===== src/rtl/i2cee_pkg.sv =====
// Shared types and constants for the I2C EEPROM byte access master.
package i2cee_pkg;

  // Request codes carried by a command item
  localparam logic [1:0] REQ_TICK  = 2'd0;
  localparam logic [1:0] REQ_WRITE = 2'd1;
  localparam logic [1:0] REQ_READ  = 2'd2;

  // Reset value of the seven-bit device address register
  localparam logic [6:0] DEV_ADDR_RESET = 7'd80;

  // R/W bit of the device byte
  localparam logic DEV_RW_WRITE = 1'b0;
  localparam logic DEV_RW_READ  = 1'b1;

  // Sequencer steps of one transaction
  typedef enum logic [3:0] {
    ST_IDLE    = 4'd0,
    ST_START   = 4'd1,
    ST_DEV     = 4'd2,
    ST_AHI     = 4'd3,
    ST_ALO     = 4'd4,
    ST_DATA    = 4'd5,
    ST_STOP    = 4'd6,
    ST_RESTART = 4'd7,
    ST_DEVRD   = 4'd8,
    ST_READ    = 4'd9
  } step_e;

endpackage


===== src/rtl/i2cee_if.sv =====
// Channel interfaces: command items, result items and the address register write.
interface i2cee_cmd_if;
  logic        valid;
  logic        ready;
  logic [1:0]  req_type;
  logic [15:0] mem_addr;
  logic [7:0]  wr_data;
  logic        sda_in;

  modport source (output valid, req_type, mem_addr, wr_data, sda_in, input ready);
  modport sink   (input valid, req_type, mem_addr, wr_data, sda_in, output ready);
endinterface

interface i2cee_res_if;
  logic       valid;
  logic       ready;
  logic       scl_level;
  logic       sda_release;
  logic       busy_res;
  logic       done_res;
  logic       ack_ok;
  logic [7:0] read_byte;

  modport source (output valid, scl_level, sda_release, busy_res, done_res, ack_ok,
                  read_byte, input ready);
  modport sink   (input valid, scl_level, sda_release, busy_res, done_res, ack_ok,
                  read_byte, output ready);
endinterface

interface i2cee_cfg_if;
  logic       valid;
  logic       ready;
  logic [6:0] data;

  modport source (output valid, data, input ready);
  modport sink   (input valid, data, output ready);
endinterface


===== src/rtl/i2c_eeprom_byte_access_master.sv =====
// I2C master for single-byte write and random read of a 24Cxx EEPROM.
//
//   channel  | dir | payload                                         | accepted when
//   ---------+-----+-------------------------------------------------+------------------
//   cmd_i    | in  | req_type, mem_addr, wr_data, sda_in             | valid && ready
//   res_o    | out | scl_level, sda_release, busy_res, done_res,     | valid && ready
//            |     | ack_ok, read_byte                               |
//   cfg_i    | in  | data (seven-bit device address)                 | valid && ready
//
// Each item yields a result item in the cycle after it is accepted; one item per cycle
// while res_o keeps up. The sequencer moves one bus phase per accepted item.
// cmd_i.ready is high while the result register is empty or being emptied.
// cfg_i.ready is always high. Reset returns to idle with both lines released.
module i2c_eeprom_byte_access_master (
  input  logic        clk_i,
  input  logic        rst_ni,
  i2cee_cmd_if.sink   cmd_i,
  i2cee_cfg_if.sink   cfg_i,
  i2cee_res_if.source res_o
);

  // Sequencer state
  i2cee_pkg::step_e step_q, step_d;
  logic             phase_q, phase_d;   // 0 = SCL high phase, 1 = SCL low phase
  logic [3:0]       bitcnt_q, bitcnt_d;
  logic [7:0]       shift_q, shift_d;
  logic [15:0]      addr_q, addr_d;
  logic [7:0]       data_q, data_d;
  logic             rd_q, rd_d;
  logic             nack_q, nack_d;
  logic [1:0]       line_q;             // {scl, sda} held while idle
  logic [6:0]       dev_q;

  // Result register
  logic       res_valid_q;
  logic       res_scl_q, res_sda_q, res_busy_q, res_done_q, res_ok_q;
  logic [7:0] res_byte_q;

  // Phase outputs
  logic       scl_c, sda_c, done_c, ok_c;
  logic [7:0] rbyte_c;

  logic acc, high;

  assign cmd_i.ready = !res_valid_q || res_o.ready;
  assign acc         = cmd_i.valid && cmd_i.ready;
  assign cfg_i.ready = 1'b1;
  assign high        = !phase_q;

  // Byte to shift out on entering a step
  function automatic logic [7:0] load_byte(i2cee_pkg::step_e nxt, logic [6:0] dev,
                                           logic [15:0] addr, logic [7:0] data,
                                           logic [7:0] keep);
    logic [7:0] b;
    case (nxt)
      i2cee_pkg::ST_DEV:   b = {dev, i2cee_pkg::DEV_RW_WRITE};
      i2cee_pkg::ST_DEVRD: b = {dev, i2cee_pkg::DEV_RW_READ};
      i2cee_pkg::ST_AHI:   b = addr[15:8];
      i2cee_pkg::ST_ALO:   b = addr[7:0];
      i2cee_pkg::ST_DATA:  b = data;
      i2cee_pkg::ST_READ:  b = 8'h00;
      default:             b = keep;
    endcase
    return b;
  endfunction

  // Next state of the sequencer for one item
  always_comb begin
    i2cee_pkg::step_e nxt;
    step_d   = step_q;
    phase_d  = phase_q;
    bitcnt_d = bitcnt_q;
    shift_d  = shift_q;
    addr_d   = addr_q;
    data_d   = data_q;
    rd_d     = rd_q;
    nack_d   = nack_q;
    nxt      = i2cee_pkg::ST_STOP;
    if (step_q == i2cee_pkg::ST_IDLE) begin
      if (cmd_i.req_type == i2cee_pkg::REQ_WRITE || cmd_i.req_type == i2cee_pkg::REQ_READ) begin
        addr_d   = cmd_i.mem_addr;
        data_d   = cmd_i.wr_data;
        rd_d     = (cmd_i.req_type == i2cee_pkg::REQ_READ);
        nack_d   = 1'b0;
        phase_d  = 1'b0;
        step_d   = i2cee_pkg::ST_START;
        bitcnt_d = 4'd0;
      end
    end else begin
      case (step_q)
        i2cee_pkg::ST_START, i2cee_pkg::ST_RESTART: begin
          if (!high) begin
            nxt      = (step_q == i2cee_pkg::ST_START) ? i2cee_pkg::ST_DEV
                                                       : i2cee_pkg::ST_DEVRD;
            step_d   = nxt;
            bitcnt_d = 4'd0;
            shift_d  = load_byte(nxt, dev_q, addr_q, data_q, shift_q);
          end
        end
        i2cee_pkg::ST_DEV, i2cee_pkg::ST_AHI, i2cee_pkg::ST_ALO,
        i2cee_pkg::ST_DATA, i2cee_pkg::ST_DEVRD: begin
          if (!bitcnt_q[3]) begin
            // Shift out the next bit at the end of its low phase
            if (!high) begin
              shift_d  = {shift_q[6:0], 1'b0};
              bitcnt_d = bitcnt_q + 4'd1;
            end
          end else if (high) begin
            // Sample the ACK; only a write keeps a NACK
            if (cmd_i.sda_in && !rd_q) nack_d = 1'b1;
          end else begin
            case (step_q)
              i2cee_pkg::ST_DEV:   nxt = i2cee_pkg::ST_AHI;
              i2cee_pkg::ST_AHI:   nxt = i2cee_pkg::ST_ALO;
              i2cee_pkg::ST_ALO:   nxt = rd_q ? i2cee_pkg::ST_RESTART : i2cee_pkg::ST_DATA;
              i2cee_pkg::ST_DEVRD: nxt = i2cee_pkg::ST_READ;
              default:             nxt = i2cee_pkg::ST_STOP;
            endcase
            step_d   = nxt;
            bitcnt_d = 4'd0;
            shift_d  = load_byte(nxt, dev_q, addr_q, data_q, shift_q);
          end
        end
        i2cee_pkg::ST_READ: begin
          if (!bitcnt_q[3]) begin
            if (high) shift_d  = {shift_q[6:0], cmd_i.sda_in};
            else      bitcnt_d = bitcnt_q + 4'd1;
          end else if (!high) begin
            step_d   = i2cee_pkg::ST_STOP;
            bitcnt_d = 4'd0;
          end
        end
        i2cee_pkg::ST_STOP: begin
          if (!high) begin
            step_d   = i2cee_pkg::ST_IDLE;
            bitcnt_d = 4'd0;
          end
        end
        default: step_d = i2cee_pkg::ST_IDLE;
      endcase
      phase_d = (step_d == i2cee_pkg::ST_IDLE) ? 1'b0 : !phase_q;
    end
  end

  // Line levels and completion flags for the current phase
  always_comb begin
    scl_c   = 1'b1;
    sda_c   = 1'b1;
    done_c  = 1'b0;
    ok_c    = 1'b0;
    rbyte_c = 8'h00;
    case (step_q)
      i2cee_pkg::ST_IDLE: begin
        scl_c = line_q[1];
        sda_c = line_q[0];
      end
      i2cee_pkg::ST_START, i2cee_pkg::ST_RESTART: begin
        sda_c = high;
      end
      i2cee_pkg::ST_DEV, i2cee_pkg::ST_AHI, i2cee_pkg::ST_ALO,
      i2cee_pkg::ST_DATA, i2cee_pkg::ST_DEVRD: begin
        scl_c = high;
        sda_c = bitcnt_q[3] ? 1'b1 : shift_q[7];
      end
      i2cee_pkg::ST_READ: begin
        scl_c = high;
      end
      i2cee_pkg::ST_STOP: begin
        sda_c = !high;
        if (!high) begin
          done_c  = 1'b1;
          ok_c    = rd_q || !nack_q;
          rbyte_c = rd_q ? shift_q : 8'h00;
        end
      end
      default: begin
        scl_c = 1'b1;
        sda_c = 1'b1;
      end
    endcase
  end

  // Advance the sequencer on each accepted item
  always_ff @(posedge clk_i or negedge rst_ni) begin
    if (!rst_ni) begin
      step_q   <= i2cee_pkg::ST_IDLE;
      phase_q  <= 1'b0;
      bitcnt_q <= 4'd0;
      shift_q  <= 8'h00;
      addr_q   <= 16'h0000;
      data_q   <= 8'h00;
      rd_q     <= 1'b0;
      nack_q   <= 1'b0;
      line_q   <= 2'b11;
    end else if (acc) begin
      step_q   <= step_d;
      phase_q  <= phase_d;
      bitcnt_q <= bitcnt_d;
      shift_q  <= shift_d;
      addr_q   <= addr_d;
      data_q   <= data_d;
      rd_q     <= rd_d;
      nack_q   <= nack_d;
      if (step_q != i2cee_pkg::ST_IDLE) line_q <= {scl_c, sda_c};
    end
  end

  // Take the device address write
  always_ff @(posedge clk_i or negedge rst_ni) begin
    if (!rst_ni) begin
      dev_q <= i2cee_pkg::DEV_ADDR_RESET;
    end else if (cfg_i.valid && cfg_i.ready) begin
      dev_q <= cfg_i.data;
    end
  end

  // Hold the result item until it is taken
  always_ff @(posedge clk_i or negedge rst_ni) begin
    if (!rst_ni) begin
      res_valid_q <= 1'b0;
    end else if (acc) begin
      res_valid_q <= 1'b1;
    end else if (res_o.ready) begin
      res_valid_q <= 1'b0;
    end
  end

  always_ff @(posedge clk_i) begin
    if (acc) begin
      res_scl_q  <= scl_c;
      res_sda_q  <= sda_c;
      res_busy_q <= (step_d != i2cee_pkg::ST_IDLE);
      res_done_q <= done_c;
      res_ok_q   <= ok_c;
      res_byte_q <= rbyte_c;
    end
  end

  assign res_o.valid       = res_valid_q;
  assign res_o.scl_level   = res_scl_q;
  assign res_o.sda_release = res_sda_q;
  assign res_o.busy_res    = res_busy_q;
  assign res_o.done_res    = res_done_q;
  assign res_o.ack_ok      = res_ok_q;
  assign res_o.read_byte   = res_byte_q;

`ifndef NO_ASSERTIONS
  // Idle leaves no phase or bit count behind
  a_idle_clean: assert property (@(posedge clk_i) disable iff (!rst_ni)
    step_q == i2cee_pkg::ST_IDLE |-> phase_q == 1'b0 && bitcnt_q == 4'd0)
    else $error("idle with stale phase or bit count");

  // Bit count never passes the ACK slot
  a_bitcnt_range: assert property (@(posedge clk_i) disable iff (!rst_ni)
    bitcnt_q <= 4'd8)
    else $error("bit count out of range");

  // A completing item returns the sequencer to idle
  a_done_idle: assert property (@(posedge clk_i) disable iff (!rst_ni)
    acc && done_c |=> step_q == i2cee_pkg::ST_IDLE)
    else $error("stop completed but sequencer not idle");

  // Completion flags stay clear without done
  a_flags_clear: assert property (@(posedge clk_i) disable iff (!rst_ni)
    res_valid_q && !res_done_q |-> !res_ok_q && res_byte_q == 8'h00)
    else $error("ack_ok or read_byte set without done");

  // A write never returns a read byte
  a_write_no_byte: assert property (@(posedge clk_i) disable iff (!rst_ni)
    acc && done_c && !rd_q |-> rbyte_c == 8'h00)
    else $error("read byte reported after a write");
`endif

endmodule


===== src/flat_wrapper.sv =====
// flat-port wrapper written by rule: the top's interface ports become plain ports
module i2c_eeprom_byte_access_master_flat 
  (clk_i, rst_ni, cmd_i_valid, cmd_i_req_type, cmd_i_mem_addr, cmd_i_wr_data, cmd_i_sda_in, cmd_i_ready, cfg_i_valid, cfg_i_data, cfg_i_ready, res_o_valid, res_o_scl_level, res_o_sda_release, res_o_busy_res, res_o_done_res, res_o_ack_ok, res_o_read_byte, res_o_ready);
  i2cee_cmd_if cmd_i_i ();
  i2cee_cfg_if cfg_i_i ();
  i2cee_res_if res_o_i ();
  input  logic clk_i;
  input  logic rst_ni;
  input wire logic [$bits(cmd_i_i.valid)-1:0] cmd_i_valid;
  input wire logic [$bits(cmd_i_i.req_type)-1:0] cmd_i_req_type;
  input wire logic [$bits(cmd_i_i.mem_addr)-1:0] cmd_i_mem_addr;
  input wire logic [$bits(cmd_i_i.wr_data)-1:0] cmd_i_wr_data;
  input wire logic [$bits(cmd_i_i.sda_in)-1:0] cmd_i_sda_in;
  output wire logic [$bits(cmd_i_i.ready)-1:0] cmd_i_ready;
  input wire logic [$bits(cfg_i_i.valid)-1:0] cfg_i_valid;
  input wire logic [$bits(cfg_i_i.data)-1:0] cfg_i_data;
  output wire logic [$bits(cfg_i_i.ready)-1:0] cfg_i_ready;
  output wire logic [$bits(res_o_i.valid)-1:0] res_o_valid;
  output wire logic [$bits(res_o_i.scl_level)-1:0] res_o_scl_level;
  output wire logic [$bits(res_o_i.sda_release)-1:0] res_o_sda_release;
  output wire logic [$bits(res_o_i.busy_res)-1:0] res_o_busy_res;
  output wire logic [$bits(res_o_i.done_res)-1:0] res_o_done_res;
  output wire logic [$bits(res_o_i.ack_ok)-1:0] res_o_ack_ok;
  output wire logic [$bits(res_o_i.read_byte)-1:0] res_o_read_byte;
  input wire logic [$bits(res_o_i.ready)-1:0] res_o_ready;
  assign cmd_i_i.valid = cmd_i_valid;
  assign cmd_i_i.req_type = cmd_i_req_type;
  assign cmd_i_i.mem_addr = cmd_i_mem_addr;
  assign cmd_i_i.wr_data = cmd_i_wr_data;
  assign cmd_i_i.sda_in = cmd_i_sda_in;
  assign cmd_i_ready = cmd_i_i.ready;
  assign cfg_i_i.valid = cfg_i_valid;
  assign cfg_i_i.data = cfg_i_data;
  assign cfg_i_ready = cfg_i_i.ready;
  assign res_o_valid = res_o_i.valid;
  assign res_o_scl_level = res_o_i.scl_level;
  assign res_o_sda_release = res_o_i.sda_release;
  assign res_o_busy_res = res_o_i.busy_res;
  assign res_o_done_res = res_o_i.done_res;
  assign res_o_ack_ok = res_o_i.ack_ok;
  assign res_o_read_byte = res_o_i.read_byte;
  assign res_o_i.ready = res_o_ready;
  i2c_eeprom_byte_access_master u_core (.clk_i(clk_i), .rst_ni(rst_ni), .cmd_i(cmd_i_i), .cfg_i(cfg_i_i), .res_o(res_o_i));
endmodule

===== config.mk =====
export PLATFORM = sky130hd
export DESIGN_NAME = i2c_eeprom_byte_access_master_flat
export DESIGN_NICKNAME = d
export VERILOG_FILES = /design/src/rtl/i2cee_pkg.sv /design/src/rtl/i2cee_if.sv /design/src/rtl/i2c_eeprom_byte_access_master.sv /design/src/flat_wrapper.sv
export SDC_FILE = /design/constraint.sdc
export NUM_CORES = 1
export LEC_CHECK = 0
export BUFFER_PORTS_ARGS = -buffer_cell sky130_fd_sc_hd__buf_2
export CAP_MARGIN = 20
export CELL_PAD_IN_SITES_DETAIL_PLACEMENT = 1
export CELL_PAD_IN_SITES_GLOBAL_PLACEMENT = 2
export CORE_MARGIN = 2
export CORE_UTILIZATION = 34
export DETAILED_ROUTE_END_ITERATION = 10
export GPL_TIMING_DRIVEN = 0
export PLACE_DENSITY_LB_ADDON = 0.1
export SETUP_SLACK_MARGIN = 0.3
export SYNTH_ARGS = -nofsm -noshare
export SYNTH_HDL_FRONTEND = slang
export SYNTH_SLANG_ARGS = --single-unit

===== constraint.sdc =====
create_clock -name clk_i -period 1.85 [get_ports clk_i]
set_input_delay 0.185 -clock clk_i [delete_from_list [all_inputs] [get_ports clk_i]]
set_output_delay 0.185 -clock clk_i [all_outputs]
set_load 0.02 [all_outputs]

== Word-level counts from Yosys, hierarchy flattened ==
Cells that the tools add are included.
Storage, ports and cells
  bits in registers: 66
  output and inout port bits: 16
  input bits: 39
  logic and storage cells: 132
Operators by class
  equality and inequality tests: 33
  reduce and logical (&&, ||, !) cells: 32
  add/subtract/negate cells: 1
  mux-type cells: 47
  bitwise operators: 1
Operators with widths (count)
  8-bit one-hot mux with 6 select lines: 2
  4-bit 2-to-1 mux: 20
  8-bit 2-to-1 mux: 6
  4-bit by 3-bit equality test with 1-bit output (second input constant): 8
  4-bit one-hot mux with 4 select lines: 2
  4-bit by 2-bit equality test with 1-bit output (second input constant): 6
  4-bit equality test (second input constant): 6
  8-bit one-hot mux with 3 select lines: 1
  1-bit 2-to-1 mux: 12
  9-bit AND reduction: 1
  4-bit logical NOT: 2
  2-bit inequality test (second input constant): 4
  8-bit inequality test (second input constant): 1
  4-bit one-hot mux with 2 select lines: 1
  2-bit nonzero test: 4
  4-bit nonzero test: 2
  7-bit inequality test (second input constant): 1
  3-bit by 1-bit inequality test with 1-bit output (second input constant): 2
  2-bit AND reduction: 3
  3-bit AND reduction: 2
  6-bit AND reduction: 1
  3-bit nonzero test: 2
  6-bit OR reduction: 1
  5-bit AND reduction: 1
  16 further kinds: 23

== Depth between registers and ports, before layout ==
Gate-level depths: netlist of the first run.
  depth in word-level cells: 13
  depth in mapped cells: 7
  mapped depth without buffers: 6

== Worst setup path after synthesis of the first run ==
Ideal clock, no wire load.
  kind: reg-to-reg
  from: register u_core.res_valid_q, in the netlist u_core.res_o.valid
  to: register u_core.addr_q[10]
  buffers on the path: 2
  slack: -0.300 ns
  required time: 1.725 ns
  period minus slack after synthesis: 2.150 ns
  library setup time: 0.125 ns
  stages on the path, launching flop included: 8
  data arrival time: 2.024 ns
  path through: dfrtp_1 -> nand2b_1 -> nand2_1 -> buf_2 -> inv_1 -> nand2_4 -> buf_6 -> mux2_4
Between the ends
  longest elaborated chain between the ends: 4
Ends and longest elaborated chain
  from (decl): RTL line i2c_eeprom_byte_access_master.sv:35  | logic res_valid_q;
  from (signal assigned): RTL line i2c_eeprom_byte_access_master.sv:220  | res_valid_q <= 1'b0;
  from (signal assigned): RTL line i2c_eeprom_byte_access_master.sv:222  | res_valid_q <= 1'b1;
  from (signal assigned): RTL line i2c_eeprom_byte_access_master.sv:224  | res_valid_q <= 1'b0;
  1-bit logical NOT: RTL line i2c_eeprom_byte_access_master.sv:45  | assign cmd_i.ready = !res_valid_q || res_o.ready;
  1-bit logical OR: RTL line i2c_eeprom_byte_access_master.sv:45
  named net cmd_i_ready: RTL line flat_wrapper.sv:14  | output wire logic [$bits(cmd_i_i.ready)-1:0] cmd_i_ready;
  1-bit logical AND: RTL line i2c_eeprom_byte_access_master.sv:46  | assign acc = cmd_i.valid && cmd_i.ready;
  named net u_core.acc: RTL line i2c_eeprom_byte_access_master.sv:43  | logic acc, high;
  3-bit AND reduction (no line)
  to (signal assigned): RTL line i2c_eeprom_byte_access_master.sv:200  | addr_q <= addr_d;
  to (decl): RTL line i2c_eeprom_byte_access_master.sv:27  | logic [15:0] addr_q, addr_d;
The timed path passes the listed nets, and every way through them passes these cells.
A chain may end at the register's enable or synchronous reset.

== Worst setup path in the final report of the first run ==
  from: register u_core.step_q[1]
  to: register u_core.addr_q[4]
Between the ends
  longest elaborated chain between the ends: 2
Ends and longest elaborated chain
  from (decl): RTL line i2c_eeprom_byte_access_master.sv:23  | i2cee_pkg::step_e step_q, step_d;
  from (signal assigned): RTL line i2c_eeprom_byte_access_master.sv:186  | step_q <= i2cee_pkg::ST_IDLE;
  from (signal assigned): RTL line i2c_eeprom_byte_access_master.sv:196  | step_q <= step_d;
  4-bit logical NOT: RTL line i2c_eeprom_byte_access_master.sv:79  | if (step_q == i2cee_pkg::ST_IDLE) begin
  3-bit AND reduction (no line)
Every way passes these cells.

==> results of run 1 <==
==> power breakdown <==
group | total [mW] | switching [mW] | internal (mW)
Clock | 1.32 | 0.607 | 0.718
Sequential | 2.34 | 0.364 | 1.98
Combinational | 3.69 | 1.72 | 1.97
==> worst max-delay path by stage <==
stage,endpoint,slack [ns],depth (start not counted)
floorplan,u_core.addr_q[0],0.02,7
global placement,u_core.bitcnt_q[2],-0.27,6
detailed placement,u_core.bitcnt_q[2],-0.23,6
CTS,u_core.shift_q[1],-0.06,6
global route,u_core.shift_q[5],-0.18,5
finish,u_core.addr_q[4],-0.08,6
==> layout make-up <==
cell class	instances	area (um^2)	area share, %
Buffer	23	241.5	4.768
Timing Repair Buffer	91	655.6	12.94
Tap cell	136	170.2	3.360
Multi-Input combinational cell	206	2016	39.80
Clock inverter	6	71.32	1.408
Inverter	7	35.03	0.6917
Sequential cell	66	1727	34.09
Clock buffer	10	148.9	2.940
==> cell families (layout without fill, tap and decap cells) <==
kind of cell               Yosys count  count (layout)
adders and majority gates            2               2
other                                1               1
xor gates and xnor gates             2               2
AOI/OAI and AO/OA                   83              83
muxes                               43              43
DFF                                 66              66
and+or+nand+nor                     75              75
buffers and inverters               30             137
==> synthesized netlist by cell type, types with 2 or more instances <==
| master | number |
|---|---|
| dfstp_2 | 4 |
| o221a_1 | 6 |
| or4b_4 | 2 |
| clkbuf_1 | 5 |
| mux2_4 | 5 |
| xnor2_1 | 2 |
| o2111ai_1 | 2 |
| buf_6 | 5 |
| dfrtp_1 | 49 |
| a31oi_1 | 8 |
| nand2_1 | 16 |
| a32o_1 | 2 |
| buf_2 | 10 |
| a21oi_1 | 9 |
| and3_1 | 10 |
| o41ai_1 | 2 |
| inv_1 | 6 |
| nand3_1 | 3 |
| ha_1 | 2 |
| o21ai_1 | 9 |
| a2bb2oi_1 | 2 |
| mux2_2 | 31 |
| o22ai_1 | 2 |
| buf_4 | 2 |
| mux2i_1 | 7 |
| nand2b_1 | 3 |
| o2bb2ai_1 | 7 |
| edfxtp_1 | 13 |
| nor4_1 | 2 |
| a22oi_1 | 8 |
| o21ai_0 | 11 |
| a31o_2 | 2 |
| nor2_1 | 19 |
==> per-layer routing <==
layer  global-route usage, %  part of all wire, %
met1                   26.60                   47
met2                   29.72                   48
met3                   3.092                  4.2
met4                   6.861                  1.4
met5                       0                    0
==> what timing repair did <==
action,CTS,global route
endpoints found under the setup margin,58,57
buffers inserted,23,12
pin swaps,17,18
endpoints found under the hold margin,12,0
hold buffers,1,0
cloned,0,2
gates resized for setup,61,42
==> critical path, stage by stage, from the launching register on <==
cell and delay [ns]:
dfrtp_1 0.39, buf_6 0.15, or4_4 0.55, nor2_4 0.13, nand2_4 0.11, buf_12 0.18, mux2_4 0.30
==> state kept, by name, summed over array words and instances, names as in the netlist <==
signal / count
u_core.addr_q: 16
u_core.res_o.ack_ok: 1
u_core.res_o.done_res: 1
u_core.res_o.valid: 1
u_core.nack_q: 1
u_core.bitcnt_q: 4
u_core.rd_q: 1
u_core.dev_q: 7
u_core.phase_q: 1
u_core.line_q: 2
u_core.step_q: 4
u_core.shift_q: 8
u_core.res_o.sda_release: 1
u_core.res_o.read_byte: 8
u_core.res_o.scl_level: 1
u_core.data_q: 8
u_core.res_o.busy_res: 1
==> stage by stage <==
stage | setup WS (ns) | total power [mW]
CTS | -0.05988 | 6.929
global route | -0.1792 | 7.835
floorplan | 0.02396 | 4.232
global placement | -0.2686 | 4.899
detailed placement | -0.2316 | 4.940
finish | -0.08224 | 7.363
==> placed cells by master, fill, tap and decap left out, drive strengths merged, types with 8 or more instances in the layout <==
| cell type | Yosys | layout |
|---|---|---|
| edfxtp | 13 | 13 |
| a22oi | 8 | 8 |
| nor2 | 21 | 21 |
| clkbuf | 5 | 19 |
| a31oi | 8 | 8 |
| o21ai | 21 | 21 |
| dfrtp | 49 | 49 |
| and3 | 10 | 10 |
| mux2 | 36 | 36 |
| a21oi | 9 | 9 |
| nand2 | 17 | 17 |
| buf | 18 | 104 |
==> metrics.txt, run 1 <==
die width 105.5 um; hold path cells 2; post-synthesis sequential area ratio between 40% and 50%; Worst R2R Setup Slack -0.08 ns; initial antenna violation count 0; clk buf depth 2; Worst R2R Start u_core.step_q[1]; Final setup viols 36; initial DRC count about 140; number of synthesized flops with an enable pin 13; Seq cells post-synth 66; layout cells sized above 1 57.95%; hold path startpoint cmd_i_mem_addr[3]; final period utilization 104.4%; HP Class primary input to flop; Die Ht ~110 um; final wirelength ~10000 um; # nets final 445; Power Density approximately 1500 nW/um^2; largest net degree at the start of global routing 39; drt wl/cell 18.60 um; Util after Layout 49.73%; WP data required around 2.1 ns; I/O pin total 55; reg-to-reg endpoint u_core.addr_q[4]; Syn Inst Count ~300; status complete, but fails checks; Syn Area/Cell 11.60 um^2; Synth Area in Simple Gates between 10% and 20%; Fin Setup TNS -2.042 ns; Worst Setup SP u_core.step_q[1]; H-tree depth 3; Post-Syn Area between 3000 and 4000 um^2; cell area after layout a little over 5000 um^2; multiplexer share of the synthesized area between 10 and 15%; placed insts slightly below 500; vias 2851; P&R area growth vs syn 44.57%; CP Capture Type flop; port buffer count 52; clk_lat worst skew approximately 0.35 ns; r2r worst-path depth 6; crit path launch type flop; # fillers 1079; hold_ws 0.06125 ns; post-synth top area share between 30% and 40%; Pins Over Slew Limit 0; Initial Util between 30% and 40%; Cell variety after synth 69; Pleak roughly 2.2 nW; antenna diode count 0; Arr. time, crit path between 2 and 2.5 ns; Post-synth ARST share 80.30%; min Tclk post-route just under 2 ns; Most used DFF post-synth dfrtp_1; vias in the first global route approximately 3000; Synth area leader dfrtp_1; xor/xnor cell area share of the yosys netlist less than 1%; Rows 37; Hold EP u_core.addr_q[3]; GRT Total Usage 19.00%; Crit Path Class flop to flop; Placed Area about 4000 um^2; antenna-violating nets left 0; adder-cell area share of the yosys netlist 0.7143%; drt drc 0; Root Buffer clkbuf_8; final hold vios 0; Synth Area in Compound Gates a little under a fifth; clock sink count 66; post-route non-filler standard cell count about 550; failing checks setup timing; clock slew at reported path FFs about 0.080 ns; global-route wire length before repair ~16000 um; first drt pass iteration count 4; crit-path max FO 10; DP Wirelength slightly below 7000 um; Setup WS post-layout -0.08224 ns; core box area around 10000 um^2; RSZ-0062 raised after global routing yes; Total Die Area 11130 um^2; Vias/cell 5.231; peak supply drop ~540 uV; MaxCap Viol Count 0; Synth area leaders dfrtp_1, edfxtp_1, mux2_2; main combinational cell family by area after synthesis compound AO/OA/AOI/OAI gates; Setup Skew 0.008058 ns; CTS tree done; gpl congestion approximately 0.81; fmax around 0.52 GHz; GRT overflow 0; cts bufs inserted 9; yosys warns 0; syn_nets about 340
(Power assumes the default switching activity.)
==> run 2, diff against run 1 <==
GPL_ROUTABILITY_DRIVEN = 0   (was default)
SETUP_SLACK_MARGIN = 0.4   (was 0.3)
==> run 2 against run 1 <==
  * The flow still finishes with violations (setup timing)
  * Design area fell by 2.5%
  * Routed wire length rose by 3.4%
  * Critical path depth is 1 lower
  * Fmax shrank 1.8%
  * Global-route usage is 0.30 points lower
==> metrics.txt, run 2 (synthesized netlist as in run 1, its figures left out) <==
GRT overflow 0 (unchanged); Rows 37 (unchanged); initial DRC count 166 (+16%); hold path startpoint cfg_i_data[0]; crit path max-delay cell type or4_4; clock slew at reported path FFs 0.09 ns (about the same); max FFs per register 16 (unchanged); Pins Over Slew Limit 0 (unchanged); cts bufs inserted 9 (unchanged); Vias/cell 5.302 (+1.4%); family with the most delay on the worst path simple AND/OR/NAND/NOR gates; antenna diode count 0 (unchanged); post-route non-filler standard cell count 540 (-0.92%); Root Buffer clkbuf_8; Pleak 2.214 nW (-1.2%); largest net degree at the start of global routing 39 (unchanged); Power Density 1411 nW/um^2 (-2.9%); global-route wire length before repair 16200 um (-1.5%); Crit Path Class flop to flop; CP Capture Type flop; drt wl/cell 19.41 um (+4.3%); placed insts 491 (unchanged); commonest non-fill, non-tap cell in the layout buf_2; MaxCap Viol Count 0 (unchanged); Setup WS post-layout -0.1169 ns (-0.03469 ns); initial antenna violation count 0 (unchanged); port buffer count 52 (unchanged); Bufs and invs on worst path 1 (-1); Worst Setup SP u_core.step_q[2]; Final setup viols 36 (unchanged); clk_lat worst skew 0.34 ns (about the same); HP Class primary input to flop; crit path launch type flop; fmax 0.5084 GHz (-1.8%); Worst R2R Start u_core.step_q[2]; Die Ht 105.5 um (unchanged); CP max stage delay 0.58 ns (+0.03 ns); final period utilization 106.3% (+1.9 points); # fillers 1079 (unchanged); Initial Util 34.40% (unchanged); Largest Register u_core.addr_q; Worst R2R Setup Slack -0.12 ns (-0.03 ns); failing checks setup timing; RSZ-0062 raised after global routing yes; final hold vios 0 (unchanged); Setup Skew 0.01457 ns (+0.006510 ns); CP cell instances or4_4 -> nor2_4 -> nand2_4 -> clkbuf_16 -> mux2_4; CTS tree done; WP data required 2.07 ns (about the same); Arr. time, crit path 2.19 ns (+0.03 ns); antenna-violating nets left 0 (unchanged); status complete, but fails checks; vias 2863 (+0.42%); core box area 10180 um^2 (unchanged); final wirelength 10480 um (+3.4%); first drt pass iteration count 4 (unchanged); clock sink count 66 (unchanged); GRT Total Usage 18.70% (-0.30 points); min Tclk post-route 1.967 ns (+0.03469 ns); vias in the first global route 2963 (-1.4%); Fin Setup TNS -2.615 ns (-0.5729 ns); H-tree depth 3 (unchanged); P&R area growth vs syn 40.89%; Total Die Area 11130 um^2 (unchanged); drt drc 0 (unchanged); area occupied by registers 1727 um^2 (unchanged); layout cells sized above 1 52.72% (-5.2 points); I/O pin total 55 (unchanged); clk buf depth 2 (unchanged); DP Wirelength 6825 um (-0.19%); footprint of the multi-input gates 1928 um^2 (-4.3%); die width 105.5 um (unchanged); peak supply drop 493.2 uV (-8.8%); crit-path max FO 8 (-2); # nets final 440 (-1.1%); most frequent cells in the layout buf_2, dfrtp_1, mux2_4
-- run 2: what timing repair did --
| item | 4_1_cts | 5_1_grt |
|---|---|---|
| endpoints found under the setup margin | 71 | 57 |
| buffers inserted | 18 | 10 |
| gates resized for setup | 51 | 29 |
| pin swaps | 19 | 11 |
| endpoints found under the hold margin | 11 | 0 |
| hold buffers | 1 | 0 |
| cloned | 0 | 4 |
-- run 2: cell type report --
cell class	count	share of cell area, %
buffer	23	5.171
clock buffer	10	3.016
clock inverter	6	0.9379
inverter	7	0.7098
multi-input combinational	207	39.06
sequential	66	34.98
tap	136	3.447
timing repair buffer	85	12.67
-- run 2: report_power, final --
group | switching (mW) | internal, mW | total [mW]
registers | 0.347 | 1.98 | 2.33
clock network | 0.616 | 0.577 | 1.19
logic | 1.65 | 1.79 | 3.45
-- run 2: per-layer routing --
| metal | vias to the layer above | track usage (%) | wire [um] |
|---|---|---|---|
| li1 | 1351 | - | - |
| met4 | 0 | 6.579 | 129 |
| met5 | - | 0 | 0 |
| met1 | 1440 | 26.67 | 5060 |
| met3 | 12 | 2.597 | 367 |
| met2 | 60 | 29.08 | 4922 |
-- run 2: final timing paths --
kind | end | cells past startpoint
max | u_core.addr_q[7] | 5
min | u_core.dev_q[0] | 2
max reg2reg | u_core.addr_q[7] | 5
min reg2reg | u_core.bitcnt_q[0] | 1
max in group asynchronous | u_core.bitcnt_q[3] | 3
min in group asynchronous | u_core.dev_q[5] | 2
-- run 2: metrics by stage --
step | worst slack, ns | power (mW) | hold slack, ns | utilization, % | area [um^2]
floorplan | 0.02396 | 4.248 | -0.1106 | - | 3670
global placement | -0.2667 | 4.913 | 0.4167 | 40.26 | 4100
detailed placement | -0.2493 | 4.953 | 0.1457 | 40.45 | 4120
CTS | -0.04293 | 6.661 | 0.05039 | 45.64 | 4648
global route | -0.1672 | 7.402 | 0.05506 | 48.46 | 4936
finish | -0.1169 | 6.966 | 0.06538 | 48.46 | 4936
==> run 3, diff against run 2 <==
CORE_MARGIN = 1   (was 2)
CORE_UTILIZATION = 37   (was 34)
clock period = 1.97 ns   (was 1.85 ns; I/O delays follow)
==> run 3 against run 2 <==
  * The run now ends clean
  * Combinational power down 10%
  * Cell count shrank 5.7%
  * Sequential cell count unchanged
  * Utilization up 3.0 points
  * Sequential power shrank 6%
  * Critical path type unchanged
==> metrics.txt, run 3 (synthesized netlist as in run 1, its figures left out) <==
Placed Area 4079 um^2 (-1.0%); GRT Total Usage 21.37% (+2.7 points); global-route wire length before repair 15860 um (-2.1%); Total Die Area 9861 um^2 (-11%); cell area after layout 4730 um^2 (-4.2%); antenna diode count 0 (unchanged); Crit Path Class flop to flop; I/O pin total 55 (unchanged); Worst R2R Start u_core.step_q[1]; vias in the first global route 2887 (-2.6%); DP Wirelength 6825 um (unchanged); crit path launch type flop; # nets final 434 (-1.4%); layout cells sized above 1 50.75% (-2.0 points); Setup Skew 0.01203 ns (-0.002538 ns); hold path startpoint cmd_i_mem_addr[6]; Initial Util 38.10% (+3.7 points); final period utilization 99.37% (-7.0 points); CTS tree done; first drt pass iteration count 4 (unchanged); initial DRC count 128 (-23%); Pins Over Slew Limit 0 (unchanged); drt drc 0 (unchanged); Arr. time, crit path 2.18 ns (about the same); crit-path max FO 10 (+2); MaxCap Viol Count 0 (unchanged); most frequent cells in the layout buf_2, dfrtp_1, mux2_4; r2r worst-path depth 6 (+1); max FFs per register 16 (unchanged); Power Density 1362 nW/um^2 (-3.5%); fmax 0.5108 GHz (+0.48%); post-placement worst setup slack -0.1131 ns (+0.1361 ns); commonest non-fill, non-tap cell in the layout buf_2; WP data required 2.19 ns (+0.12 ns); reg-to-reg endpoint u_core.shift_q[2]; clock sink count 66 (unchanged); CP max stage delay 0.53 ns (-0.05 ns); H-tree depth 3 (unchanged); clk_lat worst skew 0.35 ns (about the same); Pwr Total 6.440 mW (-7.6%); clock slew at reported path FFs 0.08 ns (about the same); status finished clean; final wirelength 10030 um (-4.3%); CP cell instances buf_6 -> or4b_4 -> o211ai_1 -> nand2_2 -> o21ai_1 -> a31oi_1; peak supply drop 648.8 uV (+32%); Util after Layout 51.43% (+3.0 points); port buffer count 52 (unchanged); hold path cells 2 (unchanged); largest net degree at the start of global routing 39 (unchanged); clk buf depth 2 (unchanged); HP Class primary input to flop; crit path max-delay cell type or4b_4; RSZ-0062 raised after global routing yes; antenna-violating nets left 0 (unchanged); vias 2831 (-1.1%); Die Ht 99.31 um (-5.9%); initial antenna violation count 0 (unchanged); Pleak 2.136 nW (-3.5%); Fin Setup TNS 0 ns (+2.615 ns); Root Buffer clkbuf_8; core box area 9196 um^2 (-9.7%); Hold EP u_core.addr_q[6]; die width 99.31 um (-5.9%); Rows 35 (-5.4%); Final setup viols 0 (-100%); cts bufs inserted 9 (unchanged); Setup WS post-layout 0.01242 ns (+0.1293 ns); Vias/cell 5.562 (+4.9%); Largest Register u_core.addr_q; final hold vios 0 (unchanged); Worst R2R Setup Slack 0.01 ns (+0.13 ns); P&R area growth vs syn 35.00%; min Tclk post-route 1.958 ns (-0.009342 ns); GRT overflow 0 (unchanged); drt wl/cell 19.71 um (+1.6%); CP Capture Type flop
-- run 3: layer usage --
metal,GRT usage [%],part of all wire [%],up-vias
met3,3.935,3.8,7
met1,29.66,47,1429
met5,0,0,-
li1,-,-,1327
met4,6.448,0.89,0
met2,34.08,48,68
-- run 3: worst max-delay path by stage --
stage	cells after the start	endpoint	start
after detailed placement	8	u_core.addr_q[4]	res_o_ready
after global routing	6	u_core.shift_q[3]	u_core.step_q[1]
final	6	u_core.shift_q[2]	u_core.step_q[1]
after CTS	6	u_core.shift_q[2]	u_core.step_q[1]
after global placement	7	u_core.shift_q[5]	u_core.step_q[2]
after floorplan	7	u_core.addr_q[0]	u_core.res_o.valid
-- run 3: what timing repair did --
action | 4_1_cts | 5_1_grt
hold buffers | 1 | 0
hold endpoints to repair | 11 | 0
gates cloned | 1 | 1
pin swaps | 15 | 12
resized for setup | 35 | 28
endpoints found under the setup margin | 58 | 58
setup buffers | 12 | 12
-- run 3: critical path: cells and delay by family (launching register included) --
kind                   cells  cell delay [ns]
DFF                        1             0.39
AOI/OAI and AO/OA          3             0.56
buffers and inverters      1             0.14
and+or+nand+nor            2             0.72
-- run 3: layout make-up --
cell class / instances / area (um^2)
clock inverter: 5 / 53.80
clock buffer: 11 / 141.4
buffer: 23 / 241.5
multi-input combinational: 207 / 1882
fill: 996 / 4467
inverter: 7 / 35.03
sequential: 66 / 1727
timing repair buffer: 79 / 510.5
tap: 111 / 138.9
-- run 3: metrics by stage --
step	hold WS (ns)	std cells
after global placement	0.4284	465
after detailed placement	0.1707	466
after CTS	0.05953	496
after global routing	0.06565	509
final	0.07899	509
after floorplan	-0.09859	302
-- run 3: report_power, final --
part / total [mW] / switching [mW] / internal, mW
Combinational: 3.09 / 1.49 / 1.60
Sequential: 2.19 / 0.329 / 1.86
Clock: 1.16 / 0.543 / 0.616
Total: 6.44 / 2.36 / 4.08
